**config.mk**
```make
export PLATFORM = sky130hd
export DESIGN_NAME = rau_ctrl
export DESIGN_NICKNAME = d
export VERILOG_FILES = /design/src/hw/rtl/rau_pkg.sv /design/src/hw/rtl/rau_ctrl.sv
export SDC_FILE = /design/constraint.sdc
export NUM_CORES = 1
export LEC_CHECK = 0
export ABC_AREA = 1
export BUFFER_PORTS_ARGS = -buffer_cell sky130_fd_sc_hd__buf_2
export CAP_MARGIN = 30
export CORE_MARGIN = 4
export CORE_UTILIZATION = 45
export DETAILED_ROUTE_END_ITERATION = 12
export GPL_TIMING_DRIVEN = 0
export PLACE_DENSITY = 0.67
export SLEW_MARGIN = 20
export SYNTH_ARGS = -nofsm -noshare
export SYNTH_HDL_FRONTEND = slang
export SYNTH_SLANG_ARGS = --single-unit
```
**constraint.sdc**
```tcl
create_clock -name clk_i -period 1.6 [get_ports clk_i]
set_input_delay 0.32 -clock clk_i [delete_from_list [all_inputs] [get_ports clk_i]]
set_output_delay 0.32 -clock clk_i [all_outputs]
set_load 0.03 [all_outputs]
```
**src/hw/rtl/rau_pkg.sv**
```systemverilog
// ----------------------------------------------------------------------------
// Rational arithmetic unit package
// Shared widths, command codes and the controller-to-datapath command struct.
// ----------------------------------------------------------------------------
`default_nettype none

package rau_pkg;

  localparam int unsigned Width = 32;
  localparam int unsigned ExpW  = 16;

  typedef logic [Width-1:0] word_t;

  localparam logic [2:0] CmdAdd = 3'd0;
  localparam logic [2:0] CmdSub = 3'd1;
  localparam logic [2:0] CmdMul = 3'd2;
  localparam logic [2:0] CmdDiv = 3'd3;
  localparam logic [2:0] CmdAbs = 3'd4;
  localparam logic [2:0] CmdRed = 3'd5;
  localparam logic [2:0] CmdPow = 3'd6;

  // Operand pair selection for a multiply step.
  localparam logic [2:0] MulAnBd = 3'd0; // x = an*bd
  localparam logic [2:0] MulAdBd = 3'd1; // d = ad*bd
  localparam logic [2:0] MulAnBn = 3'd2; // n = an*bn
  localparam logic [2:0] MulAdBn = 3'd3; // d = ad*bn
  localparam logic [2:0] MulBnAd = 3'd4; // n = bn*ad

  // Datapath operations issued by the controller.
  localparam logic [3:0] OpNone    = 4'd0;
  localparam logic [3:0] OpLoad    = 4'd1;
  localparam logic [3:0] OpMulN    = 4'd2;  // n <= product of selected pair
  localparam logic [3:0] OpMulD    = 4'd3;
  localparam logic [3:0] OpMulX    = 4'd4;  // x <= product
  localparam logic [3:0] OpAddXN   = 4'd5;  // n <= x + n
  localparam logic [3:0] OpSubXN   = 4'd6;
  localparam logic [3:0] OpAbs     = 4'd7;
  localparam logic [3:0] OpRedInit = 4'd8;  // sign move, set up gcd
  localparam logic [3:0] OpGcdStep = 4'd9;  // one remainder bit
  localparam logic [3:0] OpGcdNext = 4'd10; // a<=b, b<=rem
  localparam logic [3:0] OpDivInit = 4'd11; // start dividing n and d by g
  localparam logic [3:0] OpQStep   = 4'd12;
  localparam logic [3:0] OpQDone   = 4'd13;
  localparam logic [3:0] OpPowSet  = 4'd14; // store / commit pow operands
  localparam logic [3:0] OpZero    = 4'd15;

  typedef struct packed {
    logic [3:0] op;
    logic [2:0] sel;   // MulXX code, or sub-operation for OpPowSet
  } dp_cmd_t;

  typedef struct packed {
    logic den_zero;  // reduction target has zero denominator
    logic gcd_zero;  // gcd b register is zero
    logic cnt_done;  // bit counter finished
  } dp_sts_t;

  // OpPowSet sub-operations; the base is kept in bn/bd throughout.
  localparam logic [2:0] PsInit    = 3'd0; // res<=1/1, base<=a
  localparam logic [2:0] PsResMul  = 3'd1; // operands: res*base
  localparam logic [2:0] PsBaseSq  = 3'd2; // operands: base*base
  localparam logic [2:0] PsSaveRes = 3'd3; // res <= n/d
  localparam logic [2:0] PsSaveBas = 3'd4; // base <= n/d
  localparam logic [2:0] PsInv     = 3'd5; // operands: 1/1 over res
  localparam logic [2:0] PsOutRes  = 3'd6; // n/d <= res

endpackage

`default_nettype wire

```
**src/hw/rtl/rau_ctrl.sv**
```systemverilog
// ----------------------------------------------------------------------------
// Rational arithmetic unit controller
// Sequences multiplies, gcd reduction and the square-and-multiply loop.
// ----------------------------------------------------------------------------
`default_nettype none

module rau_ctrl import rau_pkg::*; (
  input  wire logic            clk_i,
  input  wire logic            rst_ni,
  input  wire logic            in_valid_i,
  output logic                 in_ready_o,
  input  wire logic [2:0]      cmd_i,
  input  wire logic [15:0]     exponent_i,
  output logic                 out_valid_o,
  input  wire logic            out_ready_i,
  input  wire dp_sts_t         sts_i,
  output dp_cmd_t              dp_o
);

  localparam logic [4:0] SIdle   = 5'd0;
  localparam logic [4:0] SAs1    = 5'd1;   // x = an*bd
  localparam logic [4:0] SAs2    = 5'd2;   // n = bn*ad
  localparam logic [4:0] SAs3    = 5'd3;   // n = x +/- n
  localparam logic [4:0] SMulN   = 5'd4;
  localparam logic [4:0] SMulD   = 5'd5;
  localparam logic [4:0] SAbs    = 5'd6;
  localparam logic [4:0] SRed    = 5'd7;
  localparam logic [4:0] SGcd    = 5'd8;
  localparam logic [4:0] SGcdNx  = 5'd9;
  localparam logic [4:0] SQInit  = 5'd10;
  localparam logic [4:0] SQ      = 5'd11;
  localparam logic [4:0] SQDone  = 5'd12;
  localparam logic [4:0] SRedEnd = 5'd13;
  localparam logic [4:0] SPowBit = 5'd14;
  localparam logic [4:0] SPowSq  = 5'd15;
  localparam logic [4:0] SPowLd  = 5'd16;
  localparam logic [4:0] SOut    = 5'd17;
  localparam logic [4:0] SZero   = 5'd18;

  // Where a reduction returns to in the power loop.
  localparam logic [1:0] RetOut  = 2'd0;
  localparam logic [1:0] RetRes  = 2'd1;
  localparam logic [1:0] RetBase = 2'd2;

  logic [4:0]  st_q, st_d;
  logic [2:0]  op_q, op_d;
  logic [15:0] p_q, p_d;
  logic        eneg_q, eneg_d, inv_q, inv_d, qh_q, qh_d;
  logic [1:0]  ret_q, ret_d;
  logic [2:0]  msel_q, msel_d;

  always_comb begin
    st_d = st_q; op_d = op_q; p_d = p_q; eneg_d = eneg_q; inv_d = inv_q;
    qh_d = qh_q; ret_d = ret_q; msel_d = msel_q;
    dp_o.op = OpNone; dp_o.sel = msel_q;
    in_ready_o  = (st_q == SIdle);
    out_valid_o = (st_q == SOut);
    case (st_q)
      SIdle: if (in_valid_i) begin
        dp_o.op = OpLoad;
        op_d = cmd_i; ret_d = RetOut; inv_d = 1'b0;
        eneg_d = exponent_i[15];
        p_d = exponent_i[15] ? 16'(~exponent_i + 16'd1) : exponent_i;
        case (cmd_i)
          CmdAdd, CmdSub: st_d = SAs1;
          CmdMul: begin msel_d = MulAnBn; st_d = SMulN; end
          CmdDiv: begin msel_d = MulAnBd; st_d = SMulN; end
          CmdAbs: st_d = SAbs;
          CmdRed: st_d = SRed;
          CmdPow: st_d = SPowLd;
          default: st_d = SZero;
        endcase
      end
      SAs1: begin dp_o.op = OpMulX; dp_o.sel = MulAnBd; st_d = SAs2; end
      SAs2: begin dp_o.op = OpMulN; dp_o.sel = MulBnAd; st_d = SAs3; end
      SAs3: begin
        dp_o.op = (op_q == CmdSub) ? OpSubXN : OpAddXN;
        msel_d = MulAdBd; st_d = SMulD;
      end
      SMulN: begin
        dp_o.op = OpMulN;
        msel_d = (msel_q == MulAnBd) ? MulAdBn : MulAdBd;
        st_d = SMulD;
      end
      SMulD: begin dp_o.op = OpMulD; st_d = SRed; end
      SAbs:  begin dp_o.op = OpAbs; st_d = SRed; end
      SRed: begin
        if (sts_i.den_zero) st_d = SRedEnd;
        else begin dp_o.op = OpRedInit; st_d = SGcd; end
      end
      SGcd: begin
        if (sts_i.gcd_zero) st_d = SQInit;
        else if (sts_i.cnt_done) st_d = SGcdNx;
        else dp_o.op = OpGcdStep;
      end
      SGcdNx: begin dp_o.op = OpGcdNext; st_d = SGcd; end
      SQInit: begin dp_o.op = OpDivInit; qh_d = 1'b0; st_d = SQ; end
      SQ: begin
        if (sts_i.cnt_done) st_d = SQDone;
        else dp_o.op = OpQStep;
      end
      SQDone: begin
        dp_o.op = OpQDone;
        if (!qh_q) begin qh_d = 1'b1; st_d = SQ; end
        else st_d = SRedEnd;
      end
      SRedEnd: begin
        case (ret_q)
          RetRes: begin
            dp_o.op = OpPowSet; dp_o.sel = PsSaveRes;
            st_d = (p_q == '0) ? SPowLd : SPowSq;
          end
          RetBase: begin
            // n/d now hold the new base; store it and loop on the next bit
            dp_o.op = OpPowSet; dp_o.sel = PsSaveBas;
            st_d = SPowBit;
          end
          default: st_d = SOut;
        endcase
      end
      // First entry: res = 1/1, base taken from a. Re-entry after the last bit.
      SPowLd: begin
        if (ret_q == RetOut && op_q == CmdPow && !inv_q) begin
          dp_o.op = OpPowSet; dp_o.sel = PsInit;
          inv_d = 1'b1;
          if (p_q == '0) begin st_d = SPowSq; ret_d = RetOut; end
          else begin st_d = SPowBit; ret_d = RetBase; end
        end else begin
          // finished: optional inversion
          if (eneg_q) begin
            dp_o.op = OpPowSet; dp_o.sel = PsInv;
            eneg_d = 1'b0; ret_d = RetOut;
            msel_d = MulAnBd; st_d = SMulN;
          end else begin
            dp_o.op = OpPowSet; dp_o.sel = PsOutRes; st_d = SOut;
          end
        end
      end
      SPowBit: begin
        if (p_q[0]) begin
          dp_o.op = OpPowSet; dp_o.sel = PsResMul;
          ret_d = RetRes; msel_d = MulAnBn; st_d = SMulN;
        end else st_d = SPowSq;
        p_d = p_q >> 1;
      end
      SPowSq: begin
        if (ret_q == RetOut) begin
          // exponent zero: the result stays at 1/1
          st_d = SPowLd;
          eneg_d = 1'b0;
        end else if (p_q == '0) st_d = SPowLd;
        else begin
          dp_o.op = OpPowSet; dp_o.sel = PsBaseSq;
          ret_d = RetBase; msel_d = MulAnBn; st_d = SMulN;
        end
      end
      SOut: if (out_ready_i) st_d = SIdle;
      SZero: begin dp_o.op = OpZero; st_d = SOut; end
      default: st_d = SIdle;
    endcase
  end

  always_ff @(posedge clk_i or negedge rst_ni) begin
    if (!rst_ni) begin
      st_q <= SIdle; op_q <= '0; p_q <= '0; eneg_q <= 1'b0; inv_q <= 1'b0;
      qh_q <= 1'b0; ret_q <= RetOut; msel_q <= '0;
    end else begin
      st_q <= st_d; op_q <= op_d; p_q <= p_d; eneg_q <= eneg_d; inv_q <= inv_d;
      qh_q <= qh_d; ret_q <= ret_d; msel_q <= msel_d;
    end
  end

endmodule

`default_nettype wire

```
[Word-level counts from Yosys, hierarchy flattened]
Cells that the tools add are included.
Storage, ports and cells
  word-level logic and storage cells: 136
  input port bits: 26
  output and inout bits: 9
  register bits after elaboration: 32
Cells by class
  reductions and logical operators: 26
  muxes and demuxes: 59
  equal/unequal tests: 41
  bitwise gates (word level): 1
  add/subtract/negate cells: 1
Operators by type and width (number)
  $pmux W5 S17: 1
  $pmux W4 S17: 1
  $mux W5: 10
  $eq A5 B4 Y1 const B: 8
  $pmux W3 S6: 2
  $mux W16: 2
  $pmux W16 S2: 1
  $mux W3: 9
  $pmux W5 S5: 1
  $mux W7: 3
  $eq A5 B3 Y1 const B: 4
  $mux W2: 10
  $mux W4: 5
  $ne A2 B2 Y1 const B: 9
  $add A16 B1 Y16 const B: 1
  $logic_not A16 Y1: 1
  $not A16 Y16: 1
  $eq A5 B5 Y1 const B: 3
  $pmux W7 S2: 1
  $eq A3 B3 Y1 const B: 4
  $eq A5 B2 Y1 const B: 2
  $pmux W5 S2: 1
  $reduce_or A2 Y1: 5
  $pmux W2 S4: 1
  other kinds (26): 42

[Depth between registers and ports, before layout]
Gate-level depths: netlist of the first run.
  depth in word-level cells: 5
  mapped depth: 13
  mapped depth without buffers: 13

[Least setup slack after synthesis of the first run]
OpenSTA, ideal clock, no wires.
  path type: register to output
  from: reg st_q[0]
  to: out out_valid_o
  stages on the path, launching flop included: 3
  buffers on the path: 0
  arrival: 1.616 ns
  required time: 1.280 ns
  path slack: -0.336 ns
  cells stage by stage: dfrtp_1 > inv_1 > nor4_1
Between the ends
  word-level cells in the longest chain between the ends: 1
RTL lines
  from (decl): line rau_ctrl.sv:45  | logic [4:0] st_q, st_d;
  from (signal assigned): line rau_ctrl.sv:168  | st_q <= st_d; op_q <= op_d; p_q <= p_d; eneg_q <= eneg_d; inv_q <= inv_d;
  $eq A5 B5 Y1: line rau_ctrl.sv:57  | out_valid_o = (st_q == SOut);
  to (decl): line rau_ctrl.sv:14  | output logic out_valid_o,
No other way between the ends.

==> results of run 1 <==
## per-layer routing
| metal | track usage (%) | vias up |
|---|---|---|
| met1 | 37.1 | 1637 |
| met5 | 0 | - |
| met3 | 4.33 | 30 |
| met2 | 38.8 | 159 |
| li1 | - | 1672 |
| met4 | 7.25 | 0 |
## worst paths after layout
kind	end	slack, ps
max	dp_o[4]	-590
min	p_q[4]	80
max reg2reg	msel_q[1]	-500
min reg2reg	inv_q	480
max in group asynchronous	st_q[0]	1040
min in group clk_i	op_q[0]	320
## cells in the final DEF, fill, tap and decap left out, types with 4 or more instances in the layout
master,synthesis,final
buf_2,1,26
dfrtp_1,31,27
buf_4,1,40
nand2_1,130,111
clkbuf_8,0,6
a21oi_2,2,5
nand4_1,8,8
nor2_4,4,14
inv_2,2,11
buf_12,0,4
nand3_4,2,5
nor3_1,10,5
ha_1,8,7
nand2_2,3,19
nand3_2,1,6
inv_1,65,53
o21ai_0,23,7
a21oi_1,17,13
o21ai_1,7,14
nor2_1,68,45
nand3_1,34,26
nor2_2,4,17
dfrtp_2,0,4
o21ai_2,1,10
buf_6,3,28
nand2_4,1,4
## sequential cells by signal (all words and copies together), names as in the netlist
register and cells:
qh_q 1, op_q 3, ret_q 2, eneg_q 1
st_q 5, msel_q 2, inv_q 1, p_q 16
## worst reg2reg max path: cells and delay by family, from the launching register on
family	cells	cell delay (ps)
buffers and inverters	11	1150
DFF	1	350
AOI/OAI and AO/OA	1	70
and+or+nand+nor	7	470
## where the power goes
group,switching [mW],internal (mW),leakage [nW]
combinational,3.08,2.42,1.85
clock,0.287,0.337,0.0470
sequential,0.333,1.15,0.384
## repair_timing
item | in CTS | in global routing
resized for setup | 99 | 62
endpoints found under the setup margin | 37 | 38
buffers inserted | 49 | 21
cloned | 2 | 0
hold buffers | 0 | 0
pin swaps | 20 | 14
## final cells by class
class                      count  area (µm²)
multi-input combinational    349        2130
fill                         471        1740
timing repair buffer          96         821
sequential                    31         781
inverter                      69         279
tap                           75        93.8
buffer                         8        85.1
clock buffer                   6        82.6
clock inverter                 1        5.00
## logic make-up after synthesis
logic type	share of synthesized area [%]
buffers and inverters	11.7
xor gates and xnor gates	0.307
adders and majority gates	3.51
AOI/OAI and AO/OA	13.1
DFF	27.2
and+or+nand+nor	44.3
## per-stage QoR
step,cell area (µm²),TNS (ps),setup slack (ps),std cells
floorplan,2930,-663,-165,457
global placement,3200,-6270,-457,566
detailed placement,3200,-6330,-469,566
CTS,3960,-8790,-536,618
global route,4280,-14600,-656,635
finish,4280,-12190,-590,635
==> impl_metrics.yaml, run 1 <==
worst_setup_path:
  arrival_ps: 1870
  critPathLaunch: "st_q[4]"
  crit_cells: 9
  reg2regPathDepth: 19
  cp-end-kind: "output port"
  crit_fanout: 6
  crit_path_start_kind: "flip-flop"
  path_delay_family: "buffers and inverters"
  path_cells: "buf_6 -> inv_8 -> buf_8 -> buf_4 -> nand3_1 -> nand2_2 -> nor4_4 -> nand3_2 -> buf_6"
  max_stage_delay_ps: 350
  critPathRequiredTime_ps: 1280
  worstPathBufferInverterCount: 5
  reg2reg_from: "st_q[4]"
  crit_type: "flip-flop to output port"
  path_common_cell: "buf_6"
  cpMaxStageDelayCell: "dfrtp_1"
routing:
  top_layer_used: "met4"
  wl_per_cell_um: 15.5
  drt_iter0_drc: 402
  vias: 3498
  wl_met2_um: 4490
  drc: 0
  wl_met3_um: 715
  drt-met1-wl_um: 4420
  finalWirelength_um: 9860
  avgViaCountPerCell: 5.51
  ant_nets: 0
  drtPass1Iterations: 5
logic_synthesis:
  ys.flop_type: "dfrtp_1"
  syn-cell-area_um2: 2850
  avgSynthCellArea_um2: 6.25
  netlist_instances: 457
  synth_edf_count: 0
  yosysTopAreaCell: "dfrtp_1"
  synth_area_leaders: "dfrtp_1 27%, nand2_1 17%, nor2_1 8.9%"
  ys_types: 43
  yosys_warnings: 0
  synthArstFlopShare_pct: 100
  synth_seq_cells: 31
  synth_top_area_share_pct: 27.2
  synthTopCellsByCount: "130 x nand2_1, 68 x nor2_1, 65 x inv_1, 34 x nand3_1, 31 x dfrtp_1"
  synth_most_common_cell: "nand2_1"
  yosysSeqAreaShare_pct: 27.2
  syn_nets: 491
floorplanning:
  initial_core_util_pct: 47.4
  rows: 28
  core_um2: 6030
  die_area_um2: 7680
  dieHeight_um: 87.6
  io_pins: 35
  die_w_um: 87.6
pwr:
  peakVddDrop_mv: 1.27
  leakage_nw: 2.28
  total_power_mw: 7.60
  p_per_area_nw_per_um2: 1780
grt:
  antenna_found_initial: 0
  grt_max_degree: 32
  grt_usage_pct: 25.5
  first_global_vias: 3260
  grt.overflow.total: 0
  grt_pass1_wl_um: 15500
clocking:
  cts_root_buf: "clkbuf_8"
  clkTransAtPathRegs_ps: 70
  cts-htree-levels: 2
  clk_path_buf_depth: 2
  cts_sinks: 31
  cts_tree: "yes"
  worstSkewPairLatency_ps: 280
  cts-buffers-inserted: 5
status:
  violations: "negative setup slack"
  status: "finished, violations left"
sta:
  worst_slew_pin_slew_ps: 691
  timing.final.crit_share_pct: 137
  setup_viol: 38
  finalHoldViolCount: 0
  slew_viol_final: 0
  max_freq_mhz: 457
  skew_ps: 13.9
  slew_headroom_pct: 53.9
  rsz0062_at_grt: "true"
  fin_ws_ps: -590
  hold_slack_ps: 75.9
  post-route-min-period_ps: 2190
final_layout:
  antenna_cells: 0
  final_nets: 594
  synthToLayoutAreaGrowth_pct: 50.0
  drive_above_1_share_pct: 40.9
  post-route-util_pct: 71.1
place:
  gp_congestion: 0.970
  place_hpwl_um: 6390
  port_buffers: 34
flow_run:
  drv_cap: 0
worst_hold_path:
  min_path_type: "primary input to asynchronous set/reset pin"
No activity file was read; power rests on OpenSTA's default activity.
==> inputs of run 2 (changes only) <==
--- a/config.mk
+++ b/config.mk
@@ -17,3 +17,4 @@
 export SYNTH_ARGS = -nofsm -noshare
 export SYNTH_HDL_FRONTEND = slang
 export SYNTH_SLANG_ARGS = --single-unit
+export TNS_END_PERCENT = 5
==> impl_metrics.yaml, run 2 (synthesis results as in run 1) <==
final_layout:
  fillers: 559
  drive_above_1_share_pct: 28.7
  final_nets: 554
  layout_common_cells: "123 x nand2_1, 57 x inv_1, 55 x nor2_1"
  layout_commonest_cell: "nand2_1"
  post-route-util_pct: 61.1
  largest_reg_flops: 16
  synthToLayoutAreaGrowth_pct: 29.0
  antenna_cells: 0
  reg_top3: "p_q (16), st_q (5), op_q (3)"
  final_area_um2: 3680
  regMostFlops: "p_q"
worst_setup_path:
  crit_fanout: 6
  max_stage_delay_ps: 370
  critPathRequiredTime_ps: 1280
  crit_path_start_kind: "flip-flop"
  worstPathBufferInverterCount: 6
  cpMaxStageDelayCell: "dfrtp_1"
  crit_type: "flip-flop to output port"
  cp-end-kind: "output port"
  path_delay_family: "buffers and inverters"
  path_cells: "buf_6 -> inv_8 -> buf_8 -> nand3_4 -> nor2_4 -> buf_4 -> nand3_2 -> inv_2 -> nor2_4 -> nand4_1 -> buf_6"
  arrival_ps: 1870
pwr:
  internal_power_mw: 3.10
  peakVddDrop_mv: 1.46
  p_seq_share_pct: 22.6
  p_sw_mw: 3.20
  combinationalPowerShare_pct: 67.4
  netSwitchingFraction_pct: 50.7
  pwr-share-clk_pct: 9.9
  p_per_area_nw_per_um2: 1710
  leakage_nw: 2.03
status:
  status: "finished, violations left"
  violations: "negative setup slack"
sta:
  rsz0062_at_grt: "true"
  max_freq_mhz: 456
  setup_viol: 34
  fin_ws_ps: -594
  hold_slack_ps: 96.2
  timing.final.crit_share_pct: 137
  slew_headroom_pct: 51.7
  post-route-min-period_ps: 2190
  finalHoldViolCount: 0
  worst_slew_pin_slew_ps: 725
  skew_ps: 10.5
  slew_viol_final: 0
floorplanning:
  die_area_um2: 7680
  io_pins: 35
  rows: 28
  dieHeight_um: 87.6
  initial_core_util_pct: 47.4
  core_um2: 6030
  die_w_um: 87.6
routing:
  vias: 3217
  drc: 0
  drtPass1Iterations: 5
  avgViaCountPerCell: 5.41
  finalWirelength_um: 8740
  ant_nets: 0
  drt_iter0_drc: 278
  wl_per_cell_um: 14.7
clocking:
  clkTransAtPathRegs_ps: 70
  cts_sinks: 31
  clk_path_buf_depth: 2
  cts_tree: "yes"
  cts-buffers-inserted: 5
  cts_root_buf: "clkbuf_8"
  cts-htree-levels: 2
  worstSkewPairLatency_ps: 280
  ctsHoldBuffers: 0
place:
  place_hpwl_um: 6330
  gp_congestion: 0.950
  place_area_um2: 3170
  port_buffers: 34
grt:
  grt_usage_pct: 23.5
  grt.overflow.total: 0
  antenna_found_initial: 0
  first_global_vias: 3034
  grt_pass1_wl_um: 14300
  grt_max_degree: 32
worst_hold_path:
  min_path_type: "primary input to asynchronous set/reset pin"
flow_run:
  drv_cap: 0
run 2: power groups by stage:
stage               Sequential [mW]  Combinational, mW  Clock, mW
global route                   1.48               4.66      0.675
finish                         1.43               4.25      0.625
global placement               1.42               3.29          0
detailed placement             1.43               3.32          0
CTS                            1.43               3.92      0.641
floorplan                      1.37               2.56          0
run 2: timing repair:
item,in CTS,in global routing
resized for setup,55,30
setup buffers,16,6
setup endpoints to repair,38,39
pin swaps,14,12
run 2: path summary, 6_finish.rpt:
kind,startpoint,endpoint,slack (ps),depth (start not counted)
setup / recovery,st_q[4],dp_o[6],-590,11
hold / removal,rst_ni,p_q[15],100,1
setup reg to reg,st_q[4],msel_q[1],-180,14
hold reg to reg,inv_q,inv_q,470,2
max in group asynchronous,rst_ni,st_q[0],1000,1
min in group clk_i,cmd_i[0],op_q[0],290,3
run 2: cell type report:
class | instances | area (µm²) | area share [%]
flip-flops and latches | 31 | 781 | 21.2
clock buffers | 6 | 82.6 | 2.24
well taps | 75 | 93.8 | 2.55
inverters | 69 | 269 | 7.31
clock inverters | 1 | 5.00 | 0.136
multi-input cells | 349 | 1970 | 53.5
repair buffers | 56 | 394 | 10.7
plain buffers | 8 | 86.3 | 2.34
run 2: per-stage QoR:
step / std cells / setup slack [ps] / power (mW) / TNS, ps
finish: 595 / -594 / 6.30 / -6630
global route: 595 / -672 / 6.81 / -9730
CTS: 589 / -547 / 5.99 / -6900
detailed placement: 566 / -509 / 4.75 / -7800
floorplan: 457 / -176 / 3.93 / -860
global placement: 566 / -502 / 4.72 / -8100
run 2: layer usage:
layer / vias up / track usage (%) / wire length, µm
li1: 1600 / - / -
met1: 1492 / 33.5 / 4030
met2: 108 / 36.4 / 3940
met3: 17 / 4.99 / 658
met4: 0 / 5.44 / 121
met5: - / 0 / 0
